## src/rtl/usb_plug_debounce_classifier_macros.svh

```systemverilog
// ---------------------------------------------------------------------------
// USB plug debounce classifier assertion macros
// Concurrent-assertion shorthands for the classifier RTL file.
// ---------------------------------------------------------------------------
`ifndef USB_PLUG_DEBOUNCE_CLASSIFIER_MACROS_SVH
`define USB_PLUG_DEBOUNCE_CLASSIFIER_MACROS_SVH

// same-cycle implication, disabled during reset
`define UPDC_ASSERT_IMPLIES(label, clk, rst, ante, cons) \
   label: assert property (@(posedge clk) disable iff (rst) (ante) |-> (cons)) \
      else $error("updc assertion failed");

// next-cycle implication, disabled during reset
`define UPDC_ASSERT_NEXT(label, clk, rst, ante, cons) \
   label: assert property (@(posedge clk) disable iff (rst) (ante) |=> (cons)) \
      else $error("updc assertion failed");

`endif

```

## src/rtl/updc_pkg.sv

```systemverilog
// ---------------------------------------------------------------------------
// USB plug debounce classifier package
// Widths, register indexes, event codes and shared types.
// ---------------------------------------------------------------------------
package updc_pkg;

   localparam int unsigned CNT_W       = 8;
   localparam int unsigned CSR_IDX_W   = 2;
   localparam int unsigned CSR_DATA_W  = 8;
   localparam int unsigned REQ_DATA_W  = 8;
   localparam int unsigned RSP_DATA_W  = 16;

   localparam logic [CNT_W-1:0] CNT_MAX        = 8'hff;
   localparam logic [CNT_W-1:0] DEV_THR_RESET  = 8'd3;
   localparam logic [CNT_W-1:0] HOST_THR_RESET = 8'd10;

   typedef enum logic [CSR_IDX_W-1:0] {
      CSR_DATA_MODE_EN   = 2'd0,
      CSR_DEV_THRESHOLD  = 2'd1,
      CSR_HOST_THRESHOLD = 2'd2
   } csr_index_type;

   typedef enum logic [1:0] {
      DEV_EV_NONE     = 2'd0,
      DEV_EV_CHARGE   = 2'd1,
      DEV_EV_UNCHARGE = 2'd2
   } dev_event_type;

   typedef enum logic [1:0] {
      PAD_NONE    = 2'd0,
      PAD_ENABLE  = 2'd1,
      PAD_RELEASE = 2'd2
   } pad_action_type;

   typedef enum logic [2:0] {
      HOST_EV_NONE        = 3'd0,
      HOST_EV_HOST_IN     = 3'd1,
      HOST_EV_HOST_IN_FAST = 3'd2,
      HOST_EV_HOST_OUT    = 3'd3,
      HOST_EV_DEVICE_IN   = 3'd4,
      HOST_EV_DEVICE_OUT  = 3'd5
   } host_event_type;

   typedef enum logic [1:0] {
      PORT_NONE  = 2'd0,
      PORT_OPEN  = 2'd1,
      PORT_CLOSE = 2'd2
   } host_port_type;

   // debouncer status towards the classifier
   typedef struct packed {
      logic fire;      // level accepted this request
      logic acc_next;  // accepted level after this request
   } deb_status_type;

endpackage

```

## src/rtl/usb_plug_debounce_classifier.sv

```systemverilog
// ---------------------------------------------------------------------------
// USB plug debounce classifier
// Debounces VBUS and the ID-pin host status and reports charge, pad, plug
// and host-port events, one response per request.
// ---------------------------------------------------------------------------
// Channel   Ports                      Contents
// req       req_tvalid/tready/tdata    sampled VBUS and ID pins
// rsp       rsp_tvalid/tready/tdata    device, pad, host and port events
// csr       csr_we/index/wdata         mode and debounce thresholds
//
// Input register, then the debounce and classify logic into the response
// register. One request per cycle sustained while responses are taken.
// A request is taken while a response waits, until the input register fills.
// Synchronous reset clears the debouncers, the latches and the thresholds
// back to mode on, 3 and 10. No clearing pass.
// ---------------------------------------------------------------------------
module usb_plug_debounce_classifier (
   input  logic                                clock,
   input  logic                                reset,
   input  logic                                req_tvalid,
   output logic                                req_tready,
   // [0] vbus_present, [1] id_pin_a, [2] id_pin_b, [7:3] zero
   input  logic [updc_pkg::REQ_DATA_W-1:0]     req_tdata,
   output logic                                rsp_tvalid,
   input  logic                                rsp_tready,
   // [1:0] dev_event, [3:2] pad_action, [6:4] host_event, [8:7] host_port,
   // [15:9] zero
   output logic [updc_pkg::RSP_DATA_W-1:0]     rsp_tdata,
   input  logic                                csr_we,
   input  logic [updc_pkg::CSR_IDX_W-1:0]      csr_index,
   input  logic [updc_pkg::CSR_DATA_W-1:0]     csr_wdata
);
   import updc_pkg::*;
   `include "usb_plug_debounce_classifier_macros.svh"

   // configuration
   logic             data_mode_ff;
   logic [CNT_W-1:0] dev_thr_ff;
   logic [CNT_W-1:0] host_thr_ff;

   // input register
   logic in_valid_ff, in_valid_in;
   logic vbus_ff, pin_a_ff, pin_b_ff;

   // classifier state
   logic first_valid_ff, first_valid_in;
   logic first_level_ff, first_level_in;
   logic is_device_ff, is_device_in;

   // response register
   logic           out_valid_ff, out_valid_in;
   dev_event_type  dev_ev_ff, dev_ev_in;
   pad_action_type pad_ff, pad_in;
   host_event_type host_ev_ff, host_ev_in;
   host_port_type  port_ff, port_in;

   logic           advance, step, host_status, first_level_use;
   deb_status_type dev_st, host_st;

   assign advance    = !out_valid_ff || rsp_tready;
   assign step       = in_valid_ff && advance;
   assign req_tready = !in_valid_ff || advance;
   assign in_valid_in = (req_tvalid && req_tready) || (in_valid_ff && !advance);

   assign host_status = pin_a_ff ^ pin_b_ff;

   always_ff @(posedge clock) begin
      if (reset) begin
         data_mode_ff <= 1'b1;
         dev_thr_ff   <= DEV_THR_RESET;
         host_thr_ff  <= HOST_THR_RESET;
      end else if (csr_we) begin
         case (csr_index)
            CSR_DATA_MODE_EN:   data_mode_ff <= csr_wdata[0];
            CSR_DEV_THRESHOLD:  dev_thr_ff   <= csr_wdata[CNT_W-1:0];
            CSR_HOST_THRESHOLD: host_thr_ff  <= csr_wdata[CNT_W-1:0];
            default: ;
         endcase
      end
   end

   always_ff @(posedge clock) begin
      if (req_tvalid && req_tready) begin
         vbus_ff  <= req_tdata[0];
         pin_a_ff <= req_tdata[1];
         pin_b_ff <= req_tdata[2];
      end
   end

   updc_debouncer u_dev_deb (
      .clock     (clock),
      .reset     (reset),
      .step      (step),
      .level     (vbus_ff),
      .threshold (dev_thr_ff),
      .status    (dev_st)
   );

   updc_debouncer u_host_deb (
      .clock     (clock),
      .reset     (reset),
      .step      (step),
      .level     (host_status),
      .threshold (host_thr_ff),
      .status    (host_st)
   );

   // first-scan level, latched on the first request after reset
   assign first_level_use = first_valid_ff ? first_level_ff : host_status;

   always_comb begin
      first_valid_in = first_valid_ff;
      first_level_in = first_level_ff;
      is_device_in   = is_device_ff;
      out_valid_in   = out_valid_ff;
      dev_ev_in      = dev_ev_ff;
      pad_in         = pad_ff;
      host_ev_in     = host_ev_ff;
      port_in        = port_ff;
      if (advance) begin
         out_valid_in = in_valid_ff;
      end
      if (step) begin
         first_valid_in = 1'b1;
         first_level_in = first_level_use;
         dev_ev_in  = DEV_EV_NONE;
         pad_in     = PAD_NONE;
         host_ev_in = HOST_EV_NONE;
         port_in    = PORT_NONE;
         if (dev_st.fire) begin
            dev_ev_in = vbus_ff ? DEV_EV_CHARGE : DEV_EV_UNCHARGE;
            if (data_mode_ff) begin
               pad_in = vbus_ff ? PAD_ENABLE : PAD_RELEASE;
            end
         end
         if (host_st.fire) begin
            if (host_status) begin
               if (data_mode_ff && dev_st.acc_next) begin
                  is_device_in = 1'b1;
                  host_ev_in   = HOST_EV_DEVICE_IN;
               end else begin
                  is_device_in = 1'b0;
                  port_in      = PORT_OPEN;
                  host_ev_in   = (data_mode_ff && !first_level_use) ?
                                 HOST_EV_HOST_IN_FAST : HOST_EV_HOST_IN;
               end
            end else if (data_mode_ff && is_device_ff) begin
               host_ev_in = HOST_EV_DEVICE_OUT;
            end else begin
               port_in    = PORT_CLOSE;
               host_ev_in = HOST_EV_HOST_OUT;
            end
         end
      end
   end

   always_ff @(posedge clock) begin
      if (reset) begin
         in_valid_ff    <= 1'b0;
         out_valid_ff   <= 1'b0;
         first_valid_ff <= 1'b0;
         first_level_ff <= 1'b0;
         is_device_ff   <= 1'b0;
      end else begin
         in_valid_ff    <= in_valid_in;
         out_valid_ff   <= out_valid_in;
         first_valid_ff <= first_valid_in;
         first_level_ff <= first_level_in;
         is_device_ff   <= is_device_in;
      end
   end

   always_ff @(posedge clock) begin
      dev_ev_ff  <= dev_ev_in;
      pad_ff     <= pad_in;
      host_ev_ff <= host_ev_in;
      port_ff    <= port_in;
   end

   assign rsp_tvalid = out_valid_ff;
   assign rsp_tdata  = {7'b0, port_ff, host_ev_ff, pad_ff, dev_ev_ff};

   `UPDC_ASSERT_IMPLIES(a_open_is_host_in, clock, reset,
      out_valid_ff && port_ff == PORT_OPEN,
      host_ev_ff == HOST_EV_HOST_IN || host_ev_ff == HOST_EV_HOST_IN_FAST)
   `UPDC_ASSERT_IMPLIES(a_pad_needs_dev_ev, clock, reset,
      out_valid_ff && pad_ff != PAD_NONE, dev_ev_ff != DEV_EV_NONE)
   `UPDC_ASSERT_NEXT(a_first_latched, clock, reset, step, first_valid_ff)
   `UPDC_ASSERT_IMPLIES(a_stall_only_when_full, clock, reset,
      !req_tready, in_valid_ff && out_valid_ff)

endmodule

```

## src/rtl/updc_debouncer.sv

```systemverilog
// ---------------------------------------------------------------------------
// Level debouncer
// Held level, accepted level and saturating repeat count; accepts a level
// once it has repeated for the threshold count.
// ---------------------------------------------------------------------------
module updc_debouncer (
   input  logic                          clock,
   input  logic                          reset,
   input  logic                          step,
   input  logic                          level,
   input  logic [updc_pkg::CNT_W-1:0]    threshold,
   output updc_pkg::deb_status_type      status
);
   import updc_pkg::*;

   logic             held_ff, held_in;
   logic             acc_ff, acc_in;
   logic [CNT_W-1:0] cnt_ff, cnt_in;
   logic [CNT_W-1:0] cnt_inc;
   logic             fire;

   assign cnt_inc = (cnt_ff == CNT_MAX) ? CNT_MAX : cnt_ff + 1'b1;

   always_comb begin
      held_in = held_ff;
      acc_in  = acc_ff;
      cnt_in  = cnt_ff;
      fire    = 1'b0;
      if (step) begin
         if (level != held_ff) begin
            held_in = level;
            cnt_in  = '0;
         end else if (level != acc_ff) begin
            cnt_in = cnt_inc;
            if (cnt_inc >= threshold) begin
               acc_in = level;
               fire   = 1'b1;
            end
         end
      end
   end

   assign status.fire     = fire;
   assign status.acc_next = acc_in;

   always_ff @(posedge clock) begin
      if (reset) begin
         held_ff <= 1'b0;
         acc_ff  <= 1'b0;
         cnt_ff  <= '0;
      end else begin
         held_ff <= held_in;
         acc_ff  <= acc_in;
         cnt_ff  <= cnt_in;
      end
   end

endmodule
```

## config.mk

```make
export PLATFORM = sky130hd
export DESIGN_NAME = usb_plug_debounce_classifier
export DESIGN_NICKNAME = d
export VERILOG_FILES = /design/src/rtl/updc_pkg.sv /design/src/rtl/usb_plug_debounce_classifier.sv /design/src/rtl/updc_debouncer.sv
export VERILOG_INCLUDE_DIRS = /design/src /design/src/rtl
export SDC_FILE = /design/constraint.sdc
export NUM_CORES = 1
export LEC_CHECK = 0
export BUFFER_PORTS_ARGS = -buffer_cell sky130_fd_sc_hd__buf_2
export CORE_MARGIN = 3
export CORE_UTILIZATION = 55
export CTS_CLUSTER_DIAMETER = 60
export DETAILED_ROUTE_END_ITERATION = 10
export PLACE_DENSITY = 0.88
export RECOVER_POWER = 50
export SLEW_MARGIN = 25
export SYNTH_ARGS = -nofsm -noshare
export SYNTH_HDL_FRONTEND = slang
export SYNTH_SLANG_ARGS = --single-unit
```

## constraint.sdc

```tcl
create_clock -name clock -period 3.7 [get_ports clock]
set_clock_uncertainty 0.1 [all_clocks]
set_input_delay 0 -clock clock [delete_from_list [all_inputs] [get_ports clock]]
set_output_delay 0 -clock clock [all_outputs]
set_load 0.005 [all_outputs]
```

### Yosys cells after proc, flatten, opt, wreduce, memory -nomap -nowiden

Index checks and enable logic that the tools add are counted.
Widths: inputs -> output; s select.

* equality and inequality tests: 8
* bitwise gates (word level): 2
* $add $sub $neg: 2
* multiplexer cells: 28
* reduce and logical (&&, ||, !) cells: 26
* magnitude comparators: 2

Operators with widths (count)
* $mux 8: 6
* $add 8x1->8 const B: 2
* $eq 8x8->1 const B: 2
* $ge 8x8->1: 2
* $reduce_and 2->1: 8
* $mux 1: 15
* $mux 3: 3
* $mux 2: 4
* $logic_and 1x1->1: 6
* $logic_not 1->1: 4
* $ne 1x1->1: 4
* $reduce_and 4->1: 1
* $reduce_bool 2->1: 2
* $logic_or 1x1->1: 3
* $reduce_and 3->1: 1
* $eq 2x1->1 const B: 1
* $eq 2x2->1 const B: 1
* $logic_not 2->1: 1
* $not 1->1: 1
* $xor 1x1->1: 1

* register bits after elaboration: 54
* output and inout port bits: 18

### Logic depth before layout (Yosys ltp)

Gate-level depths: netlist of run 1.

* word-level depth: 10
* depth in mapped cells: 13

### By module

From an unflattened synthesis of run 1, not the netlist that was laid out.

* cells, all modules: 330
* area, all modules: 3085.5 um^2

Modules (own cells, without submodules)
* usb_plug_debounce_classifier: seq. area each 800.8 um^2, area each 1387.6 um^2, cells an instance 125, times used 1
* updc_debouncer at u_host_deb: seq. area each 200.2 um^2, area each 849.6 um^2, cells an instance 102, times used 1
* updc_debouncer at u_dev_deb: seq. area each 200.2 um^2, area each 848.3 um^2, cells an instance 103, times used 1

### Least setup slack after synthesis of run 1

No wires, ideal clock.

* kind: register to register
* start point: reg u_dev_deb.cnt_ff[0]
* end point: reg host_ev_ff[2], data pin
* arrival: 2.975 ns
* data required time: 3.346 ns
* setup slack: 0.371 ns
* cell stages (with the launch flop): 14
* library setup time: 0.254 ns
* clock period less this slack: 3.329 ns
* path buffers: 0
* cells stage by stage: dfxtp_1 -> ha_1 -> and3_1 -> and3_1 -> nand3_1 -> o21ai_0 -> a21o_1 -> ha_1 -> nand2_1 -> or3_1 -> o221ai_2 -> mux2i_1 -> a21oi_1 -> o21a_1

* word-level cells in the longest chain between the ends: 10
* elaborated cells on any way between the ends: 11
* classes of those cells: 1 x add/sub; 1 x order compare; 1 x eq/ne; 7 x mux; 1 x reduce/logical

RTL lines
* start: declaration: line updc_debouncer.sv:18 `logic [CNT_W-1:0] cnt_ff, cnt_in;`
* start signal: assignment: line updc_debouncer.sv:54 `cnt_ff <= cnt_in;`
* $add 8x1->8 or $eq 8x8->1 (tied branches): line updc_debouncer.sv:22 `assign cnt_inc = (cnt_ff == CNT_MAX) ? CNT_MAX : cnt_ff + 1'b1;`
* $mux 8 *: line updc_debouncer.sv:22
* $ge 8x8->1 *: line updc_debouncer.sv:35 `if (cnt_inc >= threshold) begin`
* $mux 1 *: line updc_debouncer.sv:35
* $mux 1 *: line updc_debouncer.sv:33 `end else if (level != acc_ff) begin`
* $mux 1 *: line updc_debouncer.sv:30 `if (level != held_ff) begin`
* $mux 1 *: line updc_debouncer.sv:29 `if (step) begin`
* $logic_and 1x1->1 *: line usb_plug_debounce_classifier.sv:138 `if (data_mode_ff && dev_st.acc_next) begin`
* $mux 3 *: line usb_plug_debounce_classifier.sv:138
* $mux 3 *: line usb_plug_debounce_classifier.sv:137 `if (host_status) begin`
* end signal: assignment: line usb_plug_debounce_classifier.sv:176 `host_ev_ff <= host_ev_in;`
* end: declaration: line usb_plug_debounce_classifier.sv:54 `host_event_type host_ev_ff, host_ev_in;`

Mark *: on every way between the ends. The rest lies on a longest branch, timed or not.
A chain may end at the register's enable or synchronous reset.

### Worst setup path in the final report of run 1

* start point: reg u_dev_deb.cnt_ff[0]
* end point: reg port_ff[0], data pin

* word-level cells in the longest chain between the ends: 10
* elaborated cells on any way between the ends: 11
* classes of those cells: 1 x add/sub; 1 x order compare; 1 x eq/ne; 7 x mux; 1 x reduce/logical

RTL lines
* $add 8x1->8 or $eq 8x8->1 (tied branches): line updc_debouncer.sv:22
* $mux 8 *: line updc_debouncer.sv:22
* $ge 8x8->1 *: line updc_debouncer.sv:35
* $mux 1 *: line updc_debouncer.sv:35
* $mux 1 *: line updc_debouncer.sv:33
* $mux 1 *: line updc_debouncer.sv:30
* $mux 1 *: line updc_debouncer.sv:29
* $logic_and 1x1->1 *: line usb_plug_debounce_classifier.sv:138
* $mux 1 *: line usb_plug_debounce_classifier.sv:138
* $mux 2 *: line usb_plug_debounce_classifier.sv:137
* end signal: assignment: line usb_plug_debounce_classifier.sv:177 `port_ff <= port_in;`
* end: declaration: line usb_plug_debounce_classifier.sv:55 `host_port_type port_ff, port_in;`

Marked as above.

==> results.tsv, run 1 <==
stage	metric	value	unit
sta	worst_pin_slew	0.773	ns
detailed_routing	drt_iter0_drc	73	
floorplan	start_util	0.595	
critical_path	cpPeakStageDelay	0.38	ns
critical_path	cp_max_fo	5	
clock_network	cts.path.max_buffers	2	
final_layout	antenna_cells	0	
clock_network	cts_tree	yes	
synthesis	synth_cell_type_count	43	
job	drv_cap	0	
floorplan	die_h	79.1	um
sta	fin_ws	0.272	ns
critical_path	path_depth	13	
final_layout	postLayoutCoreUtil	0.679	
final_layout	synthToLayoutAreaGrowth	14.1	%
placed_design	placedInstanceArea	0.00312	sq mm
pwr	power_leakage	1.52	nW
detailed_routing	via_count	2412	
final_layout	drive_gt1_frac	0.103	
critical_path	r2r-end	port_ff[0]	
detailed_routing	final_antenna_net_count	0	
critical_path	cp_num_buf_inv	0	
global_route	grt-ovfl-total	0	
placed_design	post-place-ws	0.205	ns
critical_path	ff2ff_path_depth	13	
detailed_routing	viasPerCell	5.41	
sta	tns	0	ns
critical_path	required	3.76	ns
sta	post-route-period-util	0.926	
synthesis	avgSynthCellArea	8.75	sq um
final_layout	final_cell_mix	45 x nor2_1, 42 x dfxtp_1, 32 x nand2_1, 23 x inv_1, 20 x buf_2	
pwr	p_per_area	321	mW/mm^2
final_layout	seq_area	0.00120	sq mm
critical_path	critical_path_arrival	3.48	ns
placed_design	gp_congestion	0.838	
sta	holdWs	0.136	ns
final_layout	nFillCells	414	
sta	fmax	292	MHz
global_route	grt_max_degree	43	
sta	finalCriticalPeriod	3.43	ns
placed_design	dp.cells	423	
global_route	antenna_found_initial	0	
sta	finalSetupViolCount	0	
synthesis	synthArstFlopShare	0	
sta	rsz0062_at_grt	no	
critical_path	crit_path_start_kind	register	
synthesis	synthFlopType	dfxtp_1	
pwr	peakVddDrop	203	uV
sta	slew_headroom	0.484	
global_route	gr-usage-all-layers	0.201	
detailed_routing	routed_wl	5990	um
detailed_routing	drc_errors	0	
critical_path	r2r_slack	0.27	ns
min_path	hold_depth	2	
critical_path	cpMaxStageDelayCell	mux2i_2	
synthesis	synth-edff-count	12	
synthesis	synth_seq_cells	54	
synthesis	netlist_area	0.00294	sq mm
floorplan	num_rows	25	
final_layout	final-instance-count-excl-fill	446	
critical_path	crit_family	simple AND/OR/NAND/NOR gates	
synthesis	seq_area_frac_synth	0.409	
final_layout	nets	419	
synthesis	syn_inst	336	
floorplan	dieArea	0.00626	sq mm
min_path	worstHoldStart	reset	
placed_design	io_buffers	28	
final_layout	layout_commonest_cell	nor2_1	
critical_path	cp_cell_sequence	ha_1, and3_1, and3_1, nand3_1, o21ai_0, a21o_1, ha_1, nand2_1, or3_1, o221ai_2, mux2i_2, nand2_1, a211oi_1	
clock_network	cts.clk_slew.worst_paths	0.11	ns
global_route	grt_pass1_vias	2342	
floorplan	ios	41	
clock_network	cts.sinks	54	
final_layout	final_cell_area	0.00335	sq mm
final_layout	multi_input_area	0.00159	sq mm
critical_path	critical_path_class	register to register	
clock_network	cts_root_buf	clkbuf_8	
floorplan	core_area	0.00494	sq mm
placed_design	dp_hpwl	4150	um
clock_network	htree_levels	2	
global_route	grt_first_pass_wirelength	10100	um
status	status	finished clean	
pwr	power	1.08	mW
min_path	hold_class	input port to register	
clock_network	cts_made_buffers	5	
critical_path	r2r_start	u_dev_deb.cnt_ff[0]	
critical_path	end_kind	register	
min_path	hold_end	host_thr_ff[4]	
floorplan	fp.dieW	79.1	um
clock_network	cts_setup_buffers	0	
detailed_routing	dr.pass1.iters	4	
sta	maxSlewViolCount	0	
clock_network	worst_skew_pair.late_latency	0.32	ns
detailed_routing	wl_per_cell	13.4	um
synthesis	ys_warn_count	0	
sta	finalHoldViolCount	0	
-- logic make-up (layout without fill, tap and decap cells) --
kind of cell	after synthesis	count (layout)	synth area share
compound gates	67	67	0.157
xor+xnor	9	9	0.0319
buf+inv	40	77	0.0609
simple gates	131	131	0.209
fa+ha+maj	18	18	0.0766
other cells	1	7	0.00128
flops	54	54	0.409
mux	16	16	0.0549
-- power by group --
part           switching [mW]  leakage (nW)  internal [mW]  total [mW]
combinational          0.0586          1.01         0.0451       0.104
sequential             0.0113         0.458          0.618       0.629
clock                   0.208        0.0447          0.137       0.345
-- worst register-to-register path: stages (launching register included) --
cell and delay (ns):
dfxtp_1 0.36, ha_1 0.27, and3_1 0.23, and3_1 0.20, nand3_1 0.09, o21ai_0 0.12, a21o_1 0.18, ha_1 0.29
nand2_1 0.05, or3_1 0.35, o221ai_2 0.28, mux2i_2 0.38, nand2_1 0.12, a211oi_1 0.25
-- cell usage after synthesis (all sizes together) (3+ instances only) --
| master | number | share of area |
|---|---|---|
| a211o | 4 | 0.012 |
| or3 | 4 | 0.0085 |
| edfxtp | 12 | 0.12 |
| nand3b | 5 | 0.013 |
| a211oi | 3 | 0.0077 |
| and3 | 7 | 0.015 |
| ha | 18 | 0.077 |
| xnor2 | 7 | 0.023 |
| mux2i | 15 | 0.051 |
| a21o | 6 | 0.015 |
| nand3 | 14 | 0.024 |
| nand2 | 32 | 0.041 |
| inv | 23 | 0.029 |
| clkbuf | 8 | 0.010 |
| a21oi | 17 | 0.033 |
| a22oi | 12 | 0.031 |
| nor3 | 4 | 0.0068 |
| buf | 9 | 0.021 |
| dfxtp | 42 | 0.29 |
| nor2b | 5 | 0.011 |
| nor2 | 45 | 0.057 |
| nand2b | 9 | 0.019 |
| o21ai | 16 | 0.027 |
-- worst max path at each step --
stage,from,end,slack [ns]
final,u_dev_deb.cnt_ff[0],port_ff[0],0.27
after global routing,u_dev_deb.cnt_ff[0],port_ff[0],0.04
after CTS,u_dev_deb.cnt_ff[0],port_ff[0],0.18
after detailed placement,u_dev_deb.cnt_ff[0],port_ff[0],0.21
after global placement,u_dev_deb.cnt_ff[0],host_ev_ff[2],0.30
after floorplan,u_dev_deb.cnt_ff[0],host_ev_ff[2],0.37
-- routing by layer --
layer | global-route usage | wire length (um)
met4 | 0.0704 | 81
met5 | 0 | 0
met1 | 0.229 | 2540
met3 | 0.0261 | 188
met2 | 0.383 | 3180
-- flip-flops by register name, indices dropped and copies added (netlist names) --
register	flops
dev_thr_ff	8
host_thr_ff	8
u_dev_deb.cnt_ff	8
u_host_deb.cnt_ff	8
host_ev_ff	3
dev_ev_ff	2
pad_ff	2
port_ff	2
data_mode_ff	1
first_level_ff	1
first_valid_ff	1
in_valid_ff	1
is_device_ff	1
pin_a_ff	1
pin_b_ff	1
rsp_tvalid	1
u_dev_deb.acc_ff	1
u_dev_deb.held_ff	1
u_host_deb.acc_ff	1
u_host_deb.held_ff	1
vbus_ff	1
-- what timing repair did --
item	CTS	global route
endpoints found under the setup margin	0	1
hold buffers	15	0
endpoints found under the hold margin	22	0
gates resized for setup	0	1
-- final cells by class --
class / count / area share
Multi-Input combinational cell: 248 / 0.473
Sequential cell: 54 / 0.358
Timing Repair Buffer: 46 / 0.0903
Inverter: 23 / 0.0257
Tap cell: 67 / 0.0250
Clock buffer: 5 / 0.0205
Clock inverter: 3 / 0.00746
(Power assumes the default switching activity.)
==> run 2: changes to the inputs <==
==> constraint.sdc (replaced) <==
create_clock -name clock -period 3.7 [get_ports clock]
set_clock_uncertainty 0.1 [all_clocks]
set_input_delay 0 -clock clock [delete_from_list [all_inputs] [get_ports clock]]
set_output_delay 0 -clock clock [all_outputs]
set_load 0.02 [all_outputs]
==> results.tsv, run 2 (same netlist as run 1, synthesis figures left out) <==
stage	metric	value	unit
sta	worst_pin_slew	0.775	ns
clock_network	worst_skew_pair.late_latency	0.32	ns
floorplan	die_h	79.1	um
sta	finalSetupViolCount	0	
critical_path	required	3.76	ns
clock_network	cts_root_buf	clkbuf_8	
sta	maxSlewViolCount	0	
final_layout	final_cell_area	0.00335	sq mm
detailed_routing	drt_iter0_drc	71	
global_route	gr-usage-all-layers	0.201	
critical_path	r2r_slack	0.27	ns
clock_network	cts.path.max_buffers	2	
critical_path	critical_path_class	register to register	
detailed_routing	viasPerCell	5.44	
detailed_routing	routed_wl	6010	um
floorplan	core_area	0.00494	sq mm
clock_network	cts.sinks	54	
final_layout	nets	419	
sta	fin_ws	0.266	ns
sta	fmax	291	MHz
global_route	grt_max_degree	43	
clock_network	cts_tree	yes	
placed_design	placedInstanceArea	0.00312	sq mm
placed_design	io_buffers	28	
job	drv_cap	0	
detailed_routing	dr.pass1.iters	4	
clock_network	cts_made_buffers	5	
clock_network	cts.clk_slew.worst_paths	0.11	ns
final_layout	drive_gt1_frac	0.0871	
sta	slew_headroom	0.484	
global_route	antenna_found_initial	0	
pwr	peakVddDrop	202	uV
clock_network	htree_levels	2	
status	status	finished clean	
sta	tns	0	ns
critical_path	cp_max_fo	5	
floorplan	start_util	0.595	
floorplan	ios	41	
final_layout	nFillCells	415	
final_layout	layout_commonest_cell	nor2_1	
detailed_routing	via_count	2428	
min_path	hold_class	input port to register	
floorplan	dieArea	0.00626	sq mm
final_layout	antenna_cells	0	
pwr	p_per_area	325	mW/mm^2
critical_path	end_kind	register	
sta	rsz0062_at_grt	no	
final_layout	synthToLayoutAreaGrowth	13.8	%
global_route	grt-ovfl-total	0	
detailed_routing	final_antenna_net_count	0	
floorplan	fp.dieW	79.1	um
floorplan	num_rows	25	
global_route	grt_first_pass_wirelength	10100	um
critical_path	critical_path_arrival	3.49	ns
placed_design	gp_congestion	0.838	
pwr	power_leakage	1.50	nW
placed_design	dp_hpwl	4150	um
detailed_routing	wl_per_cell	13.5	um
sta	finalHoldViolCount	0	
clock_network	cts_setup_buffers	0	
placed_design	post-place-ws	0.205	ns
critical_path	crit_path_start_kind	register	
final_layout	final_cell_mix	45 x nor2_1, 42 x dfxtp_1, 32 x nand2_1, 23 x inv_1, 18 x ha_1	
detailed_routing	drc_errors	0	
global_route	grt_pass1_vias	2342	
sta	post-route-period-util	0.928	
sta	finalCriticalPeriod	3.43	ns
## run 2: per-stage QoR
step | std cells | util | power (mW) | hold slack, ns
6_report | 446 | 0.677 | 1.09 | 0.137
5_1_grt | 446 | 0.677 | 1.13 | 0.159
4_1_cts | 446 | 0.680 | 1.09 | 0.125
3_5_place_dp | 423 | 0.631 | 0.741 | 0.0781
3_3_place_gp | 423 | 0.631 | 0.737 | 0.0779
2_1_floorplan | 342 | - | 0.718 | -0.00113
## run 2: cell type report
cell class | count | area [sq um] | area share
Timing Repair Buffer | 46 | 295 | 0.0882
Inverter | 23 | 86.3 | 0.0258
Tap cell | 67 | 83.8 | 0.0250
Multi-Input combinational cell | 248 | 1590 | 0.474
Sequential cell | 54 | 1200 | 0.359
Clock buffer | 5 | 68.8 | 0.0206
Clock inverter | 3 | 25.0 | 0.00748
## run 2: path summary, 6_finish.rpt
check                                          start              endpoint  cells past startpoint
worst max-delay path             u_dev_deb.cnt_ff[0]            port_ff[0]                     13
worst min register to register  u_host_deb.cnt_ff[1]  u_host_deb.cnt_ff[1]                      2
worst max register to register   u_dev_deb.cnt_ff[0]            port_ff[0]                     13
worst min-delay path                           reset        host_thr_ff[4]                      2
## run 2: repair_timing
item	CTS	global route
resized for setup	0	1
endpoints found under the setup margin	0	1
hold buffers	15	0
endpoints found under the hold margin	22	0
## run 2: critical path, cell delays in order, from the launching register on
cell	delay (ns)
dfxtp_1	0.36
ha_1	0.27
and3_1	0.24
and3_1	0.20
nand3_1	0.09
o21ai_0	0.12
a21o_1	0.18
ha_1	0.29
nand2_1	0.05
or3_1	0.35
o221ai_2	0.28
mux2i_2	0.38
nand2_1	0.12
a211oi_1	0.25
## run 2: report_power, final
part | internal [mW] | switching, mW
registers | 0.618 | 0.0114
clock network | 0.137 | 0.208
logic | 0.0446 | 0.0678
## run 2: metal layers
| layer | GRT usage | wire length, um |
|---|---|---|
| met1 | 0.229 | 2530 |
| met2 | 0.383 | 3190 |
| met3 | 0.0261 | 210 |
| met4 | 0.0704 | 81 |
| met5 | 0 | 0 |
==> run 3: changes to the inputs <==
--- a/config.mk
+++ b/config.mk
@@ -16,4 +16,5 @@
 export SLEW_MARGIN = 25
 export SYNTH_ARGS = -nofsm -noshare
 export SYNTH_HDL_FRONTEND = slang
+export SYNTH_HIERARCHICAL = 1
 export SYNTH_SLANG_ARGS = --single-unit
==> results.tsv, run 3 <==
stage	metric	value	unit
status	status	finished clean	
placed_design	dp_hpwl	4140	um
critical_path	ff2ff_path_depth	14	
sta	finalHoldViolCount	0	
floorplan	dieArea	0.00651	sq mm
final_layout	synthToLayoutAreaGrowth	11.9	%
global_route	antenna_found_initial	0	
detailed_routing	via_count	2408	
clock_network	cts.clk_slew.worst_paths	0.09	ns
final_layout	final_cell_mix	42 x dfxtp_1, 37 x nor2_1, 25 x nand2_1, 22 x inv_1, 21 x mux2i_1	
placed_design	placedInstanceArea	0.00318	sq mm
final_layout	antenna_cells	0	
sta	finalSetupViolCount	0	
clock_network	cts_made_buffers	5	
sta	holdWs	0.0754	ns
clock_network	cts_setup_buffers	0	
pwr	peakVddDrop	276	uV
global_route	grt_first_pass_wirelength	10100	um
detailed_routing	routed_wl	6020	um
critical_path	cp_max_fo	6	
final_layout	nFillCells	441	
pwr	power_leakage	1.55	nW
critical_path	startpoint	u_dev_deb/cnt_ff[0]	
final_layout	drive_gt1_frac	0.117	
min_path	worstHoldStart	rsp_tready	
pwr	p_per_area	347	mW/mm^2
sta	post-route-period-util	0.909	
placed_design	post-place-ws	0.381	ns
global_route	grt-ovfl-total	0	
placed_design	io_buffers	28	
sta	worst_pin_slew	0.858	ns
job	drv_cap	0	
floorplan	core_area	0.00524	sq mm
critical_path	r2r-end	host_ev_ff[1]	
critical_path	crit_path_start_kind	register	
floorplan	die_h	80.7	um
synthesis	ys_warn_count	6	
critical_path	critical_path_class	register to register	
sta	finalCriticalPeriod	3.36	ns
critical_path	r2r_start	u_dev_deb/cnt_ff[0]	
critical_path	end_kind	register	
detailed_routing	wl_per_cell	13.8	um
clock_network	cts.path.max_buffers	2	
critical_path	r2r_slack	0.34	ns
critical_path	required	3.78	ns
synthesis	avgSynthCellArea	9.35	sq um
sta	slew_headroom	0.428	
clock_network	cts.sinks	54	
detailed_routing	dr.pass1.iters	4	
global_route	grt_pass1_vias	2261	
clock_network	htree_levels	2	
detailed_routing	drc_errors	0	
floorplan	num_rows	26	
final_layout	layout_commonest_cell	dfxtp_1	
sta	rsz0062_at_grt	no	
placed_design	gp_congestion	0.800	
sta	maxSlewViolCount	0	
final_layout	seq_area	0.00120	sq mm
floorplan	fp.dieW	80.7	um
min_path	hold_end	rsp_tvalid	
clock_network	worst_skew_pair.late_latency	0.30	ns
final_layout	final_cell_area	0.00343	sq mm
detailed_routing	final_antenna_net_count	0	
final_layout	multi_input_area	0.00164	sq mm
sta	fmax	297	MHz
min_path	hold_class	input port to register	
min_path	hold_depth	4	
global_route	grt_max_degree	41	
sta	fin_ws	0.338	ns
clock_network	cts_root_buf	clkbuf_8	
floorplan	ios	41	
synthesis	syn_inst	328	
critical_path	critical_path_arrival	3.44	ns
detailed_routing	drt_iter0_drc	100	
synthesis	netlist_area	0.00307	sq mm
clock_network	cts_tree	yes	
floorplan	start_util	0.586	
sta	tns	0	ns
detailed_routing	viasPerCell	5.52	
global_route	gr-usage-all-layers	0.194	
final_layout	nets	406	
## run 3: worst max-delay path, cell delays in order, from the launching register on
cell and delay (ns):
dfxtp_1 0.40, ha_1 0.22, and2_1 0.26, nand3_1 0.17
buf_4 0.19, nand2b_1 0.09, ha_1 0.24, nor2b_1 0.14
o211a_1 0.21, o311ai_2 0.28, a21oi_2 0.13, mux2_4 0.34
nand2b_1 0.14, nor4_1 0.18, o21a_1 0.14
## run 3: worst max path at each step
stage / endpoint / depth (start not counted)
floorplan: host_ev_ff[1] / 14
global route: host_ev_ff[1] / 14
finish: host_ev_ff[1] / 14
detailed placement: host_ev_ff[1] / 14
global placement: host_ev_ff[1] / 12
CTS: host_ev_ff[1] / 12
## run 3: through the flow
stage	total power [mW]	utilization	cells
floorplan	0.746	-	334
global placement	0.762	0.607	414
detailed placement	0.767	0.607	414
CTS	1.20	0.658	436
global route	1.24	0.655	436
finish	1.19	0.655	436
## run 3: area by class of cell
| class | count | area share |
|---|---|---|
| Tap cell | 70 | 0.0255 |
| Clock buffer | 6 | 0.0274 |
| Clock inverter | 2 | 0.00985 |
| Sequential cell | 54 | 0.350 |
| Multi-Input combinational cell | 236 | 0.479 |
| Inverter | 23 | 0.0255 |
| Timing Repair Buffer | 45 | 0.0828 |
## run 3: metal layers
metal  GRT usage  vias up  wire length [um]
li1            -     1206                 -
met1       0.248     1138              2770
met2       0.338       60              2900
met3      0.0348        4               315
met4      0.0473        0                28
met5           0        -                 0
## run 3: what timing repair did
| action | 4_1_cts | 5_1_grt |
|---|---|---|
| resized for setup | 0 | 1 |
| hold buffers | 14 | 0 |
| setup endpoints to repair | 0 | 1 |
| endpoints found under the hold margin | 21 | 0 |
## run 3: power breakdown
part	switching, mW	leakage [nW]	total (mW)	internal, mW
combinational	0.0774	1.03	0.134	0.0566
sequential	0.0133	0.457	0.632	0.619
clock	0.185	0.0640	0.425	0.241
